--- src/hw/rtl/tgt_pkg.sv ---
package tgt_pkg;

	localparam int ExtTagBits = 32;

	typedef enum logic [2:0] {
		REQ_OPEN   = 3'd0,
		REQ_BEGIN  = 3'd1,
		REQ_CLOSE  = 3'd2,
		REQ_DONE   = 3'd3,
		REQ_FINISH = 3'd4
	} req_type_t;

	typedef enum logic [2:0] {
		ST_OK      = 3'd0,
		ST_BUSY    = 3'd1,
		ST_DISC    = 3'd2,
		ST_STALE   = 3'd3,
		ST_DRAINED = 3'd4
	} status_t;

	typedef struct packed {
		logic [ExtTagBits-1:0] req_tag_in;
		logic [ExtTagBits-1:0] chan_tag_in;
		logic                  remote_drop;
		logic                  direction;
		req_type_t             req_type;
	} item_t;

	typedef struct packed {
		logic                  consistent;
		logic                  cancel_wr;
		logic                  cancel_rd;
		logic [ExtTagBits-1:0] req_tag_out;
		logic [ExtTagBits-1:0] chan_tag_out;
		status_t               status;
	} result_t;

endpackage

--- src/hw/rtl/transfer_generation_tracker.sv ---
// an input beat is registered in the input register, and its result beat in the output register that drives the port
// throughput: one event per cycle while the result port is not stalled, set by the tracker update
// between the input register and the result register
// a stalled result holds in the output register while the input register takes at most
// one more beat and then holds it
// reset is asynchronous: all tracker tags and flags and the valid bits of both pipeline stages clear
module transfer_generation_tracker #(
	parameter int TAG_BITS = 32
) (
	input  logic        clk,
	input  logic        arst_n,
	input  logic        s_axis_tvalid,
	output logic        s_axis_tready,
	input  logic [71:0] s_axis_tdata,  // remote_drop, chan_tag_in, req_tag_in, zero pad
	input  logic [3:0]  s_axis_tuser,  // req_type, direction
	output logic        m_axis_tvalid,
	input  logic        m_axis_tready,
	output logic [71:0] m_axis_tdata,  // chan_tag_out, req_tag_out, cancel_rd, cancel_wr,
	                                   // consistent, zero pad
	output logic [2:0]  m_axis_tuser   // status
);

	tgt_pkg::item_t   item_in, item_s1;
	tgt_pkg::result_t result_d, result_q;
	logic             valid_s1, out_valid_q, advance;

	assign item_in.req_type    = tgt_pkg::req_type_t'(s_axis_tuser[2:0]);
	assign item_in.direction   = s_axis_tuser[3];
	assign item_in.remote_drop = s_axis_tdata[0];
	assign item_in.chan_tag_in = s_axis_tdata[32:1];
	assign item_in.req_tag_in  = s_axis_tdata[64:33];

	assign advance       = valid_s1 && (!out_valid_q || m_axis_tready);
	assign s_axis_tready = !valid_s1 || advance;

	tgt_core #(
		.TAG_BITS(TAG_BITS)
	) u_core (
		.clk    (clk),
		.arst_n (arst_n),
		.fire   (advance),
		.item   (item_s1),
		.result (result_d)
	);

	always_ff @(posedge clk or negedge arst_n) begin
		if (!arst_n) begin
			valid_s1    <= 1'b0;
			out_valid_q <= 1'b0;
		end else begin
			if (s_axis_tready) begin
				valid_s1 <= s_axis_tvalid;
			end
			if (advance) begin
				out_valid_q <= 1'b1;
			end else if (m_axis_tready) begin
				out_valid_q <= 1'b0;
			end
		end
	end

	always_ff @(posedge clk) begin
		if (s_axis_tready && s_axis_tvalid) begin
			item_s1 <= item_in;
		end
		if (advance) begin
			result_q <= result_d;
		end
	end

	assign m_axis_tvalid = out_valid_q;
	assign m_axis_tuser  = result_q.status;
	assign m_axis_tdata  = {5'd0, result_q.consistent, result_q.cancel_wr, result_q.cancel_rd,
		result_q.req_tag_out, result_q.chan_tag_out};

endmodule

--- src/hw/rtl/tgt_core.sv ---
module tgt_core #(
	parameter int TAG_BITS = 32
) (
	input  logic             clk,
	input  logic             arst_n,
	input  logic             fire,
	input  tgt_pkg::item_t   item,
	output tgt_pkg::result_t result
);

	localparam int CmpBits = (TAG_BITS > tgt_pkg::ExtTagBits) ? TAG_BITS : tgt_pkg::ExtTagBits;

	logic [TAG_BITS-1:0] chan_gen_q, next_req_gen_q, rd_gen_q, wr_gen_q;
	logic                chan_open_q, closing_q, rd_pending_q, wr_pending_q, remote_gone_q;

	logic [TAG_BITS-1:0] chan_gen_d, next_req_gen_d, rd_gen_d, wr_gen_d;
	logic                chan_open_d, closing_d, rd_pending_d, wr_pending_d, remote_gone_d;

	function automatic logic [TAG_BITS-1:0] bump(input logic [TAG_BITS-1:0] v);
		logic [TAG_BITS-1:0] n;
		n = v + 1'b1;
		return (n == '0) ? TAG_BITS'(1) : n;
	endfunction

	logic chan_match, rd_match, wr_match;

	assign chan_match = CmpBits'(item.chan_tag_in) == CmpBits'(chan_gen_q);
	assign rd_match   = CmpBits'(item.req_tag_in) == CmpBits'(rd_gen_q);
	assign wr_match   = CmpBits'(item.req_tag_in) == CmpBits'(wr_gen_q);

	always_comb begin
		chan_gen_d     = chan_gen_q;
		next_req_gen_d = next_req_gen_q;
		rd_gen_d       = rd_gen_q;
		wr_gen_d       = wr_gen_q;
		chan_open_d    = chan_open_q;
		closing_d      = closing_q;
		rd_pending_d   = rd_pending_q;
		wr_pending_d   = wr_pending_q;
		remote_gone_d  = remote_gone_q;
		result         = '0;
		result.status  = tgt_pkg::ST_OK;

		unique case (item.req_type)
			tgt_pkg::REQ_OPEN: begin
				if (chan_open_q || closing_q || rd_pending_q || wr_pending_q) begin
					result.status = tgt_pkg::ST_BUSY;
				end else begin
					chan_gen_d          = bump(chan_gen_q);
					chan_open_d         = 1'b1;
					remote_gone_d       = 1'b0;
					result.chan_tag_out = tgt_pkg::ExtTagBits'(chan_gen_d);
				end
			end
			tgt_pkg::REQ_BEGIN: begin
				if (!chan_open_q || closing_q) begin
					result.status = tgt_pkg::ST_DISC;
				end else if (item.direction ? wr_pending_q : rd_pending_q) begin
					result.status = tgt_pkg::ST_BUSY;
				end else begin
					next_req_gen_d = bump(next_req_gen_q);
					if (item.direction) begin
						wr_pending_d = 1'b1;
						wr_gen_d     = next_req_gen_d;
					end else begin
						rd_pending_d = 1'b1;
						rd_gen_d     = next_req_gen_d;
					end
					result.chan_tag_out = tgt_pkg::ExtTagBits'(chan_gen_q);
					result.req_tag_out  = tgt_pkg::ExtTagBits'(next_req_gen_d);
				end
			end
			tgt_pkg::REQ_CLOSE: begin
				chan_open_d = 1'b0;
				closing_d   = 1'b1;
				if (item.remote_drop) begin
					remote_gone_d = 1'b1;
				end
				result.cancel_rd = rd_pending_q;
				result.cancel_wr = wr_pending_q;
			end
			tgt_pkg::REQ_DONE: begin
				if (!chan_match) begin
					result.status = tgt_pkg::ST_STALE;
				end else if (item.direction) begin
					if (!wr_pending_q || !wr_match) begin
						result.status = tgt_pkg::ST_STALE;
					end else begin
						wr_pending_d = 1'b0;
						wr_gen_d     = '0;
					end
				end else begin
					if (!rd_pending_q || !rd_match) begin
						result.status = tgt_pkg::ST_STALE;
					end else begin
						rd_pending_d = 1'b0;
						rd_gen_d     = '0;
					end
				end
				if (result.status == tgt_pkg::ST_OK && closing_q && !rd_pending_d
						&& !wr_pending_d) begin
					result.status = tgt_pkg::ST_DRAINED;
				end
			end
			tgt_pkg::REQ_FINISH: begin
				if (!closing_q || rd_pending_q || wr_pending_q) begin
					result.status = tgt_pkg::ST_BUSY;
				end else begin
					closing_d = 1'b0;
				end
			end
			default: begin
			end
		endcase

		result.consistent = !(chan_open_d && closing_d)
			&& (rd_pending_d == (rd_gen_d != '0))
			&& (wr_pending_d == (wr_gen_d != '0))
			&& !((rd_pending_d || wr_pending_d) && chan_gen_d == '0)
			&& !(remote_gone_d && chan_open_d);
	end

	always_ff @(posedge clk or negedge arst_n) begin
		if (!arst_n) begin
			chan_gen_q     <= '0;
			next_req_gen_q <= '0;
			rd_gen_q       <= '0;
			wr_gen_q       <= '0;
			chan_open_q    <= 1'b0;
			closing_q      <= 1'b0;
			rd_pending_q   <= 1'b0;
			wr_pending_q   <= 1'b0;
			remote_gone_q  <= 1'b0;
		end else if (fire) begin
			chan_gen_q     <= chan_gen_d;
			next_req_gen_q <= next_req_gen_d;
			rd_gen_q       <= rd_gen_d;
			wr_gen_q       <= wr_gen_d;
			chan_open_q    <= chan_open_d;
			closing_q      <= closing_d;
			rd_pending_q   <= rd_pending_d;
			wr_pending_q   <= wr_pending_d;
			remote_gone_q  <= remote_gone_d;
		end
	end

endmodule

--- config.mk ---
export PLATFORM = sky130hd
export DESIGN_NAME = transfer_generation_tracker
export DESIGN_NICKNAME = d
export VERILOG_FILES = /design/src/hw/rtl/tgt_pkg.sv /design/src/hw/rtl/transfer_generation_tracker.sv /design/src/hw/rtl/tgt_core.sv
export SDC_FILE = /design/constraint.sdc
export NUM_CORES = 1
export LEC_CHECK = 0
export ABC_AREA = 0
export BUFFER_PORTS_ARGS = -buffer_cell sky130_fd_sc_hd__buf_2
export CORE_UTILIZATION = 53
export DETAILED_ROUTE_END_ITERATION = 6
export PLACE_DENSITY_LB_ADDON = 0.25
export SETUP_SLACK_MARGIN = 0.3
export SLEW_MARGIN = 20
export SYNTH_ARGS = -nofsm -noshare
export SYNTH_HDL_FRONTEND = slang
export SYNTH_SLANG_ARGS = --single-unit
--- constraint.sdc ---
create_clock -name clk -period 3.93 [get_ports clk]
set_clock_uncertainty 0.05 [all_clocks]
set_input_delay 0.786 -clock clk [delete_from_list [all_inputs] [get_ports clk]]
set_output_delay 0.786 -clock clk [all_outputs]
set_load 0.1 [all_outputs]
==> summary.md <==
| Metric | Value |
|---|---|
| Register area share after synthesis | 53.54% |
| Worst VDD drop | 0.0004488 V |
| Die width | 165.1 um |
| Routed vias/inst | 6.011 |
| Detail Route Antenna Nets | 0 |
| Die area | 27270 sq um |
| Worst path max stage delay | 590 ps |
| Global-route wire length before repair | 63900 um |
| Seq cells post-synth | 274 |
| ANT cells | 0 |
| Insertion delay to the later sink of the worst-skew pair | 570 ps |
| Netlist cell types | 74 |
| # clock sinks | 274 |
| Detailed Place HPWL | 30270 um |
| Most used routing layer | met2 |
| Main synth FF type | edfxtp_1 |
| Ratio of cells with drive above 1 in the final layout | 22.94% |
| EDFF count, synth | 139 |
| Fillers | 2077 |
| Tmin final | 3504 ps |
| Worst min path class | in2async |
| TritonRoute pass-1 iters | 7 |
| Via count | 11.63k |
| CORE AREA | 26060 sq um |
| Clock root buffer | clkbuf_16 |
| Synth top area share | 29.59% |
| Area of the multi-input gates | 6222 sq um |
| Critical path depth in cells | 11 |
| CP delay by family, top | simple AND/OR/NAND/NOR gates |
| Crit Path Max Fanout | 9 |
| DR WL/cell | 21.41 um |
| Register-to-Register Path Depth | 11 |
| Initial antenna violation count | 1 |
| Yosys warning count | 0 |
| Starting Density | 54.13% |
| Buffers & Inverters on Critical Path | 2 |
| Die H | 165.1 um |
| # setup viols final | 0 |
| Wirelength, routed | 41430 um |
| Io pins | 157 |
| Unrepaired setup endpoints after global routing | no |
| Leakage | 6.744 nW |
| Htree depth | 1 |
| DRT iter0 DRCs | 1093 |
| Total negative slack | 0 ps |
| Pwr/cell area | 444.4 nW/um^2 |
| Largest net degree at the start of global routing | 75 |
| Layout Cells excl Fill | 1935 |
| DP Cell Count | 1868 |
| Clock Pin Slew Worst Setup and Hold Paths | 60 ps |
| Layout area overhead | 19.79% |
| Worst-case headroom to the max-slew limit | 35.74% |
| Final GP Congestion | 0.9881 |
| CTS max path bufs | 3 |
| Critical path launch point type | flop |
| CP Data Arrival Time | 3770 ps |
| Hold buffers post-CTS | 0 |
| TritonCTS Buffers | 29 |
| Pins Over Slew Limit | 0 |
| TritonCTS clock tree | done |
| Crit Path Class | reg2reg |
| Register Area | 7564 sq um |
| Synth Instances | 1375 |
| Fin. Hold Viols | 0 |
| Actual slew at the worst max-slew pin | 964.0 ps |
| Rows | 59 |
| Critical path cell sequence | nand4_1 > or3_1 > or3_1 > nor2b_1 > o2111ai_2 > nor4_4 > buf_4 > nor2_1 > buf_4 > a31oi_1 > o2111a_1 |
| PortBufs | 144 |
| Final period utilization | 89.16% |
| Met3 Use GR | 4.446% |
| Peak Freq | 285.4 MHz |
| Met1 Usage GRT | 38.89% |
| WP data required | 4190 ps |
| Total grt overflow | 0 |
| Ranking of synthesized cells by area | edfxtp_1 30%, dfrtp_1 24%, xnor2_1 6.3% |
| Status | completed |
| CP endpoint kind | flop |
| Mean Syn Cell Area | 10.26 sq um |
| Post-synth ARST share | 49.27% |
| Fin util | 64.84% |
| Met2 Track Usage GR | 51.77% |
| Worst path slowest cell | dfrtp_1 |
| Vias in the first global route | 11.39k |
| MaxCap Viol Count | 0 |
| DRC Markers | 0 |
| Nets | 1659 |
| Cell area after synthesis | 14100 sq um |
| All-Layer GR Usage | 30.83% |
| Area leader, netlist | edfxtp_1 |
## cells in the mapped netlist (4+ instances only)
| library cell | count |
|---|---|
| a211o_1 | 4 |
| a21oi_1 | 16 |
| a31oi_1 | 9 |
| and2_1 | 7 |
| and3_1 | 13 |
| and4_1 | 11 |
| buf_1 | 6 |
| buf_2 | 23 |
| buf_4 | 9 |
| clkbuf_1 | 53 |
| dfrtp_1 | 135 |
| edfxtp_1 | 139 |
| inv_1 | 15 |
| mux2i_1 | 6 |
| nand2_1 | 165 |
| nand2b_1 | 13 |
| nand3_1 | 48 |
| nand4_1 | 50 |
| nor2_1 | 114 |
| nor2b_1 | 7 |
| nor3_1 | 37 |
| nor4_1 | 46 |
| o21ai_0 | 131 |
| o31a_1 | 4 |
| o31ai_1 | 39 |
| or3_1 | 7 |
| or4_1 | 7 |
| xnor2_1 | 102 |
| xor2_1 | 78 |
## final timing paths
check                                        end             startpoint  slack (ps)
hold reg to reg                    m_axis_tvalid               valid_s1         460
min in group clk                     item_s1[53]       s_axis_tdata[49]         340
setup reg to reg                m_axis_tdata[66]  u_core.chan_gen_q[22]         430
hold / removal             u_core.chan_gen_q[13]                 arst_n         170
max in group asynchronous       u_core.closing_q                 arst_n        2760
setup / recovery                m_axis_tdata[66]  u_core.chan_gen_q[22]         430
## kinds of logic after synthesis
| group | count (synthesis) | synth area share [%] |
|---|---|---|
| other | 1 | 0.02659 |
| xor gates and xnor gates | 180 | 11.18 |
| DFF | 274 | 53.54 |
| adders and majority gates | 2 | 0.1774 |
| muxes | 9 | 0.6653 |
| and+or+nand+nor | 553 | 19.91 |
| buffers and inverters | 114 | 3.823 |
| AOI/OAI and AO/OA | 242 | 10.67 |
## area by class of cell
class | count | area share, %
clock buffers | 37 | 4.473
clock inverters | 17 | 1.222
inverters | 15 | 0.3406
multi-input cells | 991 | 36.83
flip-flops and latches | 274 | 44.76
well taps | 335 | 2.481
repair buffers | 266 | 9.893
## per-layer routing
| layer | part of all wire, % | wire [um] |
|---|---|---|
| met5 | 0 | 0 |
| met4 | 5.3 | 2204 |
| met3 | 6.1 | 2543 |
| met2 | 49 | 20200 |
| met1 | 40 | 16480 |
## sequential cells by signal, indices dropped and copies added (netlist names), 3 cells and up
name                   flops
u_core.rd_gen_q           32
u_core.wr_gen_q           32
item_s1                   69
u_core.next_req_gen_q     32
m_axis_tuser               3
m_axis_tdata              67
u_core.chan_gen_q         32
## cell usage in the layout (no fill, tap or decap), types with 7 or more instances in the layout
cell type  instances
o31ai_1           38
nor2_1           114
dfrtp_1          126
and3_1            13
nand3_1           45
edfxtp_1         139
inv_1             14
buf_4            119
xor2_1            77
clkbuf_1           8
a31oi_1            9
a21oi_1           16
nor3_1            35
nand2_1          165
nor4_1            41
nand4_1           50
and4_1            11
dfrtp_2            9
nand2b_1          12
xnor2_1          101
clkbuf_16         29
nor2b_1            7
clkinv_2           8
buf_2            143
o21ai_0          129
## worst register-to-register path: cells and delay by family, from the launching register on
family                 cells  cell delay (ps)
DFF                        1              590
AOI/OAI and AO/OA          3              590
and+or+nand+nor            6             1660
buffers and inverters      2              370
## metrics by stage
stage	setup slack [ps]	hold slack, ps	total power, mW	cell area [sq um]
5_1_grt	291.1	239.5	7.758	16900
6_report	425.9	174.2	7.509	16900
3_5_place_dp	231.2	431.8	4.743	15650
3_3_place_gp	281.4	417.1	4.724	15650
2_1_floorplan	347.1	406.9	4.360	14140
4_1_cts	260.7	210.0	7.508	16630
## power breakdown
part | switching, mW | internal, mW
combinational | 0.917 | 0.398
sequential | 0.192 | 3.23
clock | 1.14 | 1.63
total | 2.25 | 5.26
## timing repair
action,in CTS,in global routing
resized for setup,2,39
endpoints found under the setup margin,14,37
setup buffers,1,12
pin swaps,2,8
Note: power is estimated with default switching activity, not from simulation.
